`config.mk`:
```
export PLATFORM = sky130hd
export DESIGN_NAME = shift_and_exact_matcher
export DESIGN_NICKNAME = d
export VERILOG_FILES = /design/src/design/sam_pkg.sv /design/src/design/sam_cell.sv /design/src/design/shift_and_exact_matcher.sv
export SDC_FILE = /design/constraint.sdc
export NUM_CORES = 2
export LEC_CHECK = 0
export BUFFER_PORTS_ARGS = -buffer_cell sky130_fd_sc_hd__buf_4
export CAP_MARGIN = 20
export CORE_ASPECT_RATIO = 1.5
export CORE_MARGIN = 2
export CORE_UTILIZATION = 68
export CTS_CLUSTER_SIZE = 30
export DETAILED_ROUTE_END_ITERATION = 12
export GPL_ROUTABILITY_DRIVEN = 0
export PLACE_DENSITY = 0.85
export SLEW_MARGIN = 20
export SYNTH_ARGS = -nofsm -noshare
export SYNTH_HDL_FRONTEND = slang
export SYNTH_SLANG_ARGS = --single-unit
```
`constraint.sdc`:
```
create_clock -name clock -period 9.5 [get_ports clock]
set_input_delay 1.9 -clock clock [delete_from_list [all_inputs] [get_ports clock]]
set_output_delay 1.9 -clock clock [all_outputs]
set_load 0.01 [all_outputs]
```
`src/design/sam_pkg.sv`:
```
`timescale 1ns / 1ps
`default_nettype none
// ----------------------------------------------------------------------------
// Shift-and matcher package
// Shared constants, command codes and the control bundle broadcast to the
// row of matcher cells.
// ----------------------------------------------------------------------------
package sam_pkg;

   localparam int MAX_PATTERN = 256;
   localparam int STORE_DEPTH = 256;
   localparam int NUM_CELLS   = (MAX_PATTERN < STORE_DEPTH) ? MAX_PATTERN : STORE_DEPTH;
   localparam int VEC_IDX_W   = (NUM_CELLS > 1) ? $clog2(NUM_CELLS) : 1;

   localparam int CMD_W   = 2;
   localparam int INDEX_W = 8;
   localparam int BYTE_W  = 8;
   localparam int LEN_W   = 9;
   localparam int POS_W   = 32;

   typedef enum logic [CMD_W-1:0] {
      CMD_LOAD    = 2'd0,
      CMD_TEXT    = 2'd1,
      CMD_RESTART = 2'd2
   } cmd_type;

   typedef struct packed {
      logic               load;
      logic               text;
      logic               clear;
      logic [INDEX_W-1:0] index;
      logic [BYTE_W-1:0]  value;
   } cell_ctrl_type;

endpackage
`default_nettype wire

```
`src/design/sam_cell.sv`:
```
`timescale 1ns / 1ps
`default_nettype none
// ----------------------------------------------------------------------------
// Shift-and matcher cell
// Holds one pattern byte and one match-vector bit, which a restart clears.
// On each text transfer it takes its neighbor's bit, kept if its byte matches.
// ----------------------------------------------------------------------------
module sam_cell (
   input  wire logic                          clock,
   input  wire logic                          reset,
   input  wire sam_pkg::cell_ctrl_type        ctrl,
   input  wire logic [sam_pkg::INDEX_W-1:0]   cell_index,
   input  wire logic                          prev_match,
   output logic                               match_out
);

   logic [sam_pkg::BYTE_W-1:0] pattern_ff;
   logic                       match_bit_ff;
   logic                       match_bit_in;

   always_comb begin
      match_bit_in = match_bit_ff;
      if (ctrl.clear) begin
         match_bit_in = 1'b0;
      end else if (ctrl.text) begin
         match_bit_in = prev_match & (pattern_ff == ctrl.value);
      end
   end

   always_ff @(posedge clock) begin
      if (reset) begin
         match_bit_ff <= 1'b0;
      end else begin
         match_bit_ff <= match_bit_in;
      end
   end

   always_ff @(posedge clock) begin
      if (ctrl.load && (ctrl.index == cell_index)) begin
         pattern_ff <= ctrl.value;
      end
   end

   assign match_out = match_bit_ff;

endmodule
`default_nettype wire

```
`src/design/shift_and_exact_matcher.sv`:
```
`timescale 1ns / 1ps
`default_nettype none
// ----------------------------------------------------------------------------
// Shift-and exact matcher
// Bitap exact string matcher built as a row of byte cells.
// ----------------------------------------------------------------------------
// Pattern bytes are loaded by index, then text bytes stream in one per
// transfer, and every transfer of any command returns exactly one result.
// The block takes one transfer per cycle unless the result stage stalls:
// each cell updates its match bit in the cycle the byte is taken, and the
// result stage registers the selected vector bit and the start position.
// A stalled result stage holds the cell row still once one further
// transfer has been taken while a result waits. There is no clearing pass
// after reset, since pattern bytes are valid only once loaded. The pattern
// length register must be written only while no transfer is in flight.
// ----------------------------------------------------------------------------
module shift_and_exact_matcher (
   input  wire logic                          clock,
   input  wire logic                          reset,
   input  wire logic                          req_valid,
   output logic                               req_ready,
   input  wire logic [sam_pkg::CMD_W-1:0]     req_cmd,
   input  wire logic [sam_pkg::INDEX_W-1:0]   req_pattern_index,
   input  wire logic [sam_pkg::BYTE_W-1:0]    req_byte_value,
   output logic                               rsp_valid,
   input  wire logic                          rsp_ready,
   output logic                               rsp_match,
   output logic [sam_pkg::POS_W-1:0]          rsp_start_position,
   input  wire logic                          csr_write_enable,
   input  wire logic [sam_pkg::LEN_W-1:0]     csr_write_data
);

   localparam int N = sam_pkg::NUM_CELLS;

   logic [sam_pkg::LEN_W-1:0] length_ff;
   logic [sam_pkg::POS_W-1:0] position_ff;
   logic [sam_pkg::POS_W-1:0] position_in;

   logic                      s1_valid_ff;
   logic                      s1_valid_in;
   logic                      s1_text_ff;
   logic [sam_pkg::POS_W-1:0] s1_pos_ff;

   logic                      rsp_valid_ff;
   logic                      rsp_valid_in;
   logic                      rsp_match_ff;
   logic                      rsp_match_in;
   logic [sam_pkg::POS_W-1:0] rsp_start_ff;
   logic [sam_pkg::POS_W-1:0] rsp_start_in;

   logic                      advance;
   logic                      accept;
   sam_pkg::cell_ctrl_type    ctrl;
   logic [N-1:0]              vec;
   logic [N-1:0]              prev_vec;

   logic [sam_pkg::LEN_W-1:0]     len_eff;
   logic [sam_pkg::LEN_W-1:0]     len_m1;
   logic [sam_pkg::VEC_IDX_W-1:0] sel;
   logic                          hit;

   assign advance   = !rsp_valid_ff || rsp_ready;
   assign req_ready = !s1_valid_ff || advance;
   assign accept    = req_valid && req_ready;

   always_comb begin
      ctrl       = '0;
      ctrl.index = req_pattern_index;
      ctrl.value = req_byte_value;
      unique case (sam_pkg::cmd_type'(req_cmd))
         sam_pkg::CMD_LOAD: begin
            ctrl.load = accept;
         end
         sam_pkg::CMD_TEXT: begin
            ctrl.text = accept;
         end
         sam_pkg::CMD_RESTART: begin
            ctrl.clear = accept;
         end
         default: begin
            ctrl.load = 1'b0;
         end
      endcase
   end

   for (genvar g = 0; g < N; g++) begin : g_cell
      if (g == 0) begin : g_first
         assign prev_vec[g] = 1'b1;
      end else begin : g_rest
         assign prev_vec[g] = vec[g-1];
      end
      sam_cell u_cell (
         .clock      (clock),
         .reset      (reset),
         .ctrl       (ctrl),
         .cell_index (sam_pkg::INDEX_W'(g)),
         .prev_match (prev_vec[g]),
         .match_out  (vec[g])
      );
   end

   always_comb begin
      position_in = position_ff;
      if (ctrl.clear) begin
         position_in = '0;
      end else if (ctrl.text && (position_ff != '1)) begin
         position_in = position_ff + 1'b1;
      end
   end

   always_comb begin
      len_eff = (length_ff > sam_pkg::LEN_W'(N)) ? sam_pkg::LEN_W'(N) : length_ff;
      len_m1  = len_eff - 1'b1;
      sel     = len_m1[sam_pkg::VEC_IDX_W-1:0];
      hit     = s1_text_ff && (len_eff != '0)
                && (s1_pos_ff >= sam_pkg::POS_W'(len_m1)) && vec[sel];
   end

   always_comb begin
      s1_valid_in  = s1_valid_ff;
      rsp_valid_in = rsp_valid_ff;
      rsp_match_in = rsp_match_ff;
      rsp_start_in = rsp_start_ff;
      if (advance) begin
         s1_valid_in  = accept;
         rsp_valid_in = s1_valid_ff;
         rsp_match_in = hit;
         rsp_start_in = hit ? (s1_pos_ff - sam_pkg::POS_W'(len_m1)) : '0;
      end else if (accept) begin
         s1_valid_in = 1'b1;
      end
   end

   always_ff @(posedge clock) begin
      if (reset) begin
         length_ff    <= sam_pkg::LEN_W'(1);
         position_ff  <= '0;
         s1_valid_ff  <= 1'b0;
         rsp_valid_ff <= 1'b0;
      end else begin
         if (csr_write_enable) begin
            length_ff <= csr_write_data;
         end
         position_ff  <= position_in;
         s1_valid_ff  <= s1_valid_in;
         rsp_valid_ff <= rsp_valid_in;
      end
   end

   always_ff @(posedge clock) begin
      if (accept) begin
         s1_text_ff <= ctrl.text;
         s1_pos_ff  <= position_ff;
      end
      rsp_match_ff <= rsp_match_in;
      rsp_start_ff <= rsp_start_in;
   end

   assign rsp_valid          = rsp_valid_ff;
   assign rsp_match          = rsp_match_ff;
   assign rsp_start_position = rsp_start_ff;

endmodule
`default_nettype wire

```
; ---- Word-level counts from Yosys, hierarchy flattened
; Cells that the tools add are included.
[word_totals]
regBits = 2413
latch_bits = 0
mem_bits_rw = 0
mem_bits_ro = 0
output_inout_bits = 35
word_cells = 1573
n_memories = 0
[op_classes]
addsub = 3
n_mul = 0
div = 0
order_cmp = 3
eq_ne = 514
n_shift = 0
n_mux = 8
n_bitwise = 255
n_reduce_logical = 270
[ops]
columns = op, n
row1 = 8-bit == test, 256
row2 = "8-bit == test, second input constant", 128
row3 = "8-bit by 7-bit == test with 1-bit output, second input constant", 64
row4 = 1-bit logical AND, 261
row5 = "8-bit by 6-bit == test with 1-bit output, second input constant", 32
row6 = 1-bit bitwise AND, 255
row7 = "8-bit by 5-bit == test with 1-bit output, second input constant", 16
row8 = "8-bit by 4-bit == test with 1-bit output, second input constant", 8
row9 = "32-bit by 1-bit adder with 32-bit output, second input constant", 1
row10 = "8-bit by 3-bit == test with 1-bit output, second input constant", 4
row11 = 32-bit by 9-bit greater-or-equal comparator with 1-bit output, 1
row12 = "32-bit inequality test, second input constant", 1
row13 = 32-bit by 9-bit subtractor with 32-bit output, 1
row14 = "8-bit by 2-bit == test with 1-bit output, second input constant", 2
row15 = "9-bit greater-than comparator, second input constant", 1
row16 = "8-bit by 9-bit < comparator with 1-bit output, second input constant", 1
row17 = 9-bit 2-to-1 mux, 1
row18 = 9-bit nonzero test, 1
row19 = "9-bit by 1-bit subtractor with 9-bit output, second input constant", 1
row20 = 1-bit binary-select mux with 8-bit select, 1
row21 = "8-bit by 1-bit == test with 1-bit output, second input constant", 1
row22 = 8-bit logical NOT, 1
row23 = 1-bit 2-to-1 mux, 6
row24 = "2-bit by 1-bit == test with 1-bit output, second input constant", 1
row25 = other kinds (6), 8

; ---- Longest topological paths before layout
[depth]
depth_word = 6
depth_mapped = 20
mapped_depth_nobuf = 14

; ---- Cells and area by module
; From an unflattened synthesis, not the netlist that was laid out.
[hier_totals]
hier_cells = 9704
area_unflattened_um2 = 125225.1
[modules_own_cells]
columns = mod, instances, cells_each, area_per_inst_um2, seq_area_each_um2
row1 = sam_cell, 256, 35, 457.9, 260.2
row2 = shift_and_exact_matcher, 1, 744, 7992.7, 2842.7

; ---- Worst setup path after synthesis
; OpenSTA, ideal clock, no wires.
[synth_timing]
path_kind = register to register
start = reg length_ff[8] in the netlist's numbering
end = reg rsp_start_ff, in the netlist rsp_start_position[11] (data pin)
t_arrival_ns = 4.469
setup_slack_ns = 4.742
stages_incl_launch_ff = 21
n_path_buf = 6
synth_period_minus_slack_ns = 4.758
path_cell_list = dfxtp_1 -> nor2b_1 -> buf_2 -> buf_2 -> inv_1 -> clkbuf_1 -> clkbuf_1 -> ha_1 -> or3b_1 -> a221o_1 -> inv_2 -> buf_2 -> ha_1 -> inv_1 -> o21ai_0 -> a21oi_1 -> o21ai_1 -> nor2_1 -> a21o_1 -> clkbuf_1 -> a221oi_1
[synth_via]
elab_chain_len = 6
elab_cells_between_ends = 11
cone_classes = 2 x add/sub / 2 x order compare / 3 x mux / 4 x reduce/logical
[synth_lines]
columns = item, line
row1 = from (decl), shift_and_exact_matcher.sv:35  ; logic [sam_pkg::LEN_W-1:0] length_ff;
row2 = from (signal assigned), shift_and_exact_matcher.sv:136  ; length_ff <= sam_pkg::LEN_W'(1);
row3 = from (signal assigned), shift_and_exact_matcher.sv:142  ; length_ff <= csr_write_data;
row4 = 9-bit greater-than comparator, shift_and_exact_matcher.sv:112  ; len_eff = (length_ff > sam_pkg::LEN_W'(N)) ? sam_pkg::LEN_W'(N) : length_ff;
row5 = 9-bit 2-to-1 mux *, shift_and_exact_matcher.sv:112
row6 = 9-bit by 1-bit subtractor with 9-bit output or 9-bit nonzero test (tied branches), "shift_and_exact_matcher.sv:113, shift_and_exact_matcher.sv:115"
row7 = "32-bit by 9-bit greater-or-equal comparator with 1-bit output, or another cell as far along", shift_and_exact_matcher.sv:116  ; && (s1_pos_ff >= sam_pkg::POS_W'(len_m1)) && vec[sel];
row8 = 1-bit logical AND or 1-bit 2-to-1 mux (tied branches), shift_and_exact_matcher.sv:116
row9 = 1-bit logical AND, shift_and_exact_matcher.sv:116
row10 = to (signal assigned), shift_and_exact_matcher.sv:156  ; rsp_start_ff <= rsp_start_in;
row11 = to (decl), shift_and_exact_matcher.sv:48  ; logic [sam_pkg::POS_W-1:0] rsp_start_ff;
; Every way passes the cells marked *; elsewhere a longest branch is shown, timed or not. The select of a mux whose other input is x is not followed.
; A chain may end at the register's enable or synchronous reset.

; ---- Final worst setup path
[layout_timing]
start = reg length_ff[8] in the netlist's numbering
end = reg rsp_start_ff, in the netlist rsp_start_position[31] (data pin)
; The elaborated chain is that of the path after synthesis.

==> results.toml <==
[cts]
clkTransAtPathRegs_ns = 0.07
cts_tree = "done"
insertion_delay_ns = 0.84
ctsHtreeMaxLevel = 4
cts_resized = 0
numCtsBuffers = 199
clockBufferDepth = 3
cts_setup_buffers = 0
numClockSinks = 2413
cts_hold_buffers = 0
cts_root_buf = "clkbuf_16"

[global_routing]
grt_pass1_vias = 59400
grt_pass1_wl_um = 357000
grt_util_met3_pct = 5.39
grt_max_degree = 199
grt.overflow.total = 0
antenna_found_initial = 8
global_route.usage.met2_pct = 50.5
grt.busiest_layer = "met2"
use_met1_pct = 39.0
track_usage_pct = 30.9

[drt]
drtPass1Iterations = 10
vias_per_cell = 6.41
drc = 1
wl_per_cell_um = 25.8
vias = 58900
ant_nets = 0
drt_wl_total_um = 237000
first_iter_violations = 6681

[sta]
finalSetupViolations = 0
timing.fmax_mhz = 170
post-route-period-util_pct = 61.8
setup_ws_ns = 3.63
hold-worst-slack_ns = 0.442
hold_viol = 0
finalClockSkew_ns = 0.0208
slew_viol_final = 0
slew_headroom_pct = 16.9
fin_crit_ns = 5.87
worst_pin_slew_ns = 1.24
rsz0062_at_grt = "no"
totalNegativeSetupSlack_ns = 0

[critical_path]
arrival_ns = 6.41
timing.rr.end = "rsp_start_position[31]"
cp-end-kind = "flop"
r2r_slack_ns = 3.63
worstSetupStartpointType = "flop"
required_ns = 10.04
path_class = "reg2reg"
reg2reg_from = "length_ff[8]"
reg2regPathDepth = 13
critPathMaxFanout = 33

[synthesis]
synth_cell_types = 81
async_flop_share_pct = 0
ys_ff_latch = 2413
syn_area_um2 = 102000
synth.most_common_cell = "edfxtp_1"
synth_top_cell_area_share_pct = 62.3
synth-edff-count = 2114
syn_nets = 7153
synth_top_cells_by_count = "edfxtp_1 (2114), xnor2_1 (1312), xor2_1 (790), nand4_1 (525), nand2_1 (363)"
syn-instance-count = 7108
ys_warn_count = 0
synth_flop_cell = "edfxtp_1"
syn_area_per_cell_um2 = 14.3
synth_area_leaders = "edfxtp_1 (62%), xnor2_1 (11%), xor2_1 (6.8%)"
yosysSeqAreaShare_pct = 68.2
synth.largest_area_cell = "edfxtp_1"

[cells_and_area]
multiInputGateArea_um2 = 30800
nets = 7104
area.growth.synth_to_final_pct = 9.02
seq_area_um2 = 69500
num-fill-cells = 8344
drive_gt1_share_pct = 7.64
post-route-util_pct = 74.4

[pwr]
ir_drop_uv = 209
power.leakage_nw = 34.0
powerDensity_nw_per_um2 = 192

[place]
dpl_worst_slack_ns = 3.90
hpwl_um = 130000
io_buffers = 66

[status]
status = "complete, but fails checks"
violations = "design-rule violations"

[die]
core-area_um2 = 149000
start_util_pct = 68.2
ios = 67
die_h_um = 478
die_area_um2 = 153000
die_w_um = 320
num_rows = 174

[hold_path]
min_path_type = "reg2reg"
holdPathStages = 0
min_to = "s1_pos_ff[28]"
worstHoldStart = "position_ff[28]"

[job]
drv_cap = 0
report_power, final:
part | leakage (nW) | internal (mW) | total (mW) | switching (mW)
Combinational | 9.17 | 0.421 | 1.36 | 0.939
Sequential | 21.5 | 11.5 | 11.6 | 0.0215
Clock | 3.31 | 4.64 | 8.39 | 3.75
Total | 34.0 | 16.6 | 21.3 | 4.71
cell families (layout without fill, tap and decap cells):
family | Yosys count | in the layout | synth area share (%)
other | 0 | 5 | 0
muxes | 68 | 68 | 0.971
buffers and inverters | 428 | 558 | 1.64
and+or+nand+nor | 1650 | 1650 | 8.41
adders and majority gates | 13 | 13 | 0.167
xor gates and xnor gates | 2102 | 2102 | 18.1
DFF | 2413 | 2413 | 68.2
AOI/OAI and AO/OA | 434 | 434 | 2.58
final cells by class:
cell class	count	area share, %
Clock buffer	258	4.88
Sequential cell	2413	62.5
Inverter	22	0.0822
Clock inverter	122	1.16
Antenna cell	5	0.0113
Tap cell	1936	2.18
Timing Repair Buffer	156	1.42
Multi-Input combinational cell	4267	27.7
registers in the layout, summed over array words and instances, names as in the netlist:
name                      flops
s1_pos_ff                    32
rsp_start_position           32
g_cell.u_cell.match_out     256
s1_text_ff                    1
s1_valid_ff                   1
position_ff                  32
rsp_match                     1
length_ff                     9
rsp_valid                     1
g_cell.u_cell.pattern_ff   2048
layer usage:
metal	vias up	share of wire, %
met1	29400	36
met4	6	6.5
met2	2994	48
li1	25700	-
met3	757	8.6
met5	-	0.017
worst max path at each step:
stage / from / endpoint / slack, ns / depth (start not counted)
2_1_floorplan: length_ff[8] / rsp_start_position[11] / 4.74 / 20
3_3_place_gp: length_ff[8] / rsp_start_position[31] / 4.03 / 13
3_5_place_dp: length_ff[8] / rsp_start_position[11] / 3.90 / 13
4_1_cts: length_ff[8] / rsp_start_position[11] / 3.86 / 13
5_1_grt: length_ff[8] / rsp_start_position[31] / 3.51 / 13
6_report: length_ff[8] / rsp_start_position[31] / 3.63 / 13
per-stage QoR:
step	power, mW	cells	area (µm²)
3_5_place_dp	13.1	8793	104000
5_1_grt	21.8	9175	111000
2_1_floorplan	12.6	7108	102000
4_1_cts	21.3	9173	111000
6_report	21.3	9179	111000
3_3_place_gp	13.1	8793	104000
worst max-delay path, cell delays in order (launching register included):
cell,delay (ns)
dfxtp_1,0.72
inv_1,0.33
nand2_1,0.17
ha_1,0.44
or3b_1,0.44
a221o_1,0.50
inv_2,0.48
mux4_2,0.39
mux2_2,0.33
o21ai_0,0.44
a211oi_1,0.25
o32ai_4,0.41
buf_4,0.47
a221oi_1,0.17
cells in the final DEF (no fill, tap or decap), types with 7 or more instances in the layout:
| cell type | count |
|---|---|
| inv_1 | 18 |
| nor2_1 | 328 |
| buf_12 | 26 |
| clkbuf_16 | 201 |
| buf_4 | 121 |
| dfxtp_1 | 299 |
| a211oi_1 | 16 |
| xnor2_1 | 1312 |
| mux4_2 | 24 |
| nand4_1 | 525 |
| o21ai_0 | 27 |
| clkinv_1 | 20 |
| mux2_2 | 7 |
| clkinvlp_4 | 9 |
| mux2i_1 | 37 |
| ha_1 | 11 |
| buf_8 | 8 |
| bufinv_16 | 21 |
| a31oi_1 | 12 |
| and4_1 | 8 |
| clkbuf_8 | 18 |
| nand3_1 | 57 |
| and3_1 | 18 |
| or3_1 | 16 |
| nor4_1 | 266 |
| a211oi_2 | 15 |
| a21oi_1 | 291 |
| xor2_1 | 790 |
| nor3_1 | 20 |
| clkbuf_1 | 39 |
| nand2_1 | 357 |
| edfxtp_1 | 2114 |
| nor2b_1 | 17 |
| clkinv_2 | 56 |
No activity file was read; power rests on OpenSTA's default activity.
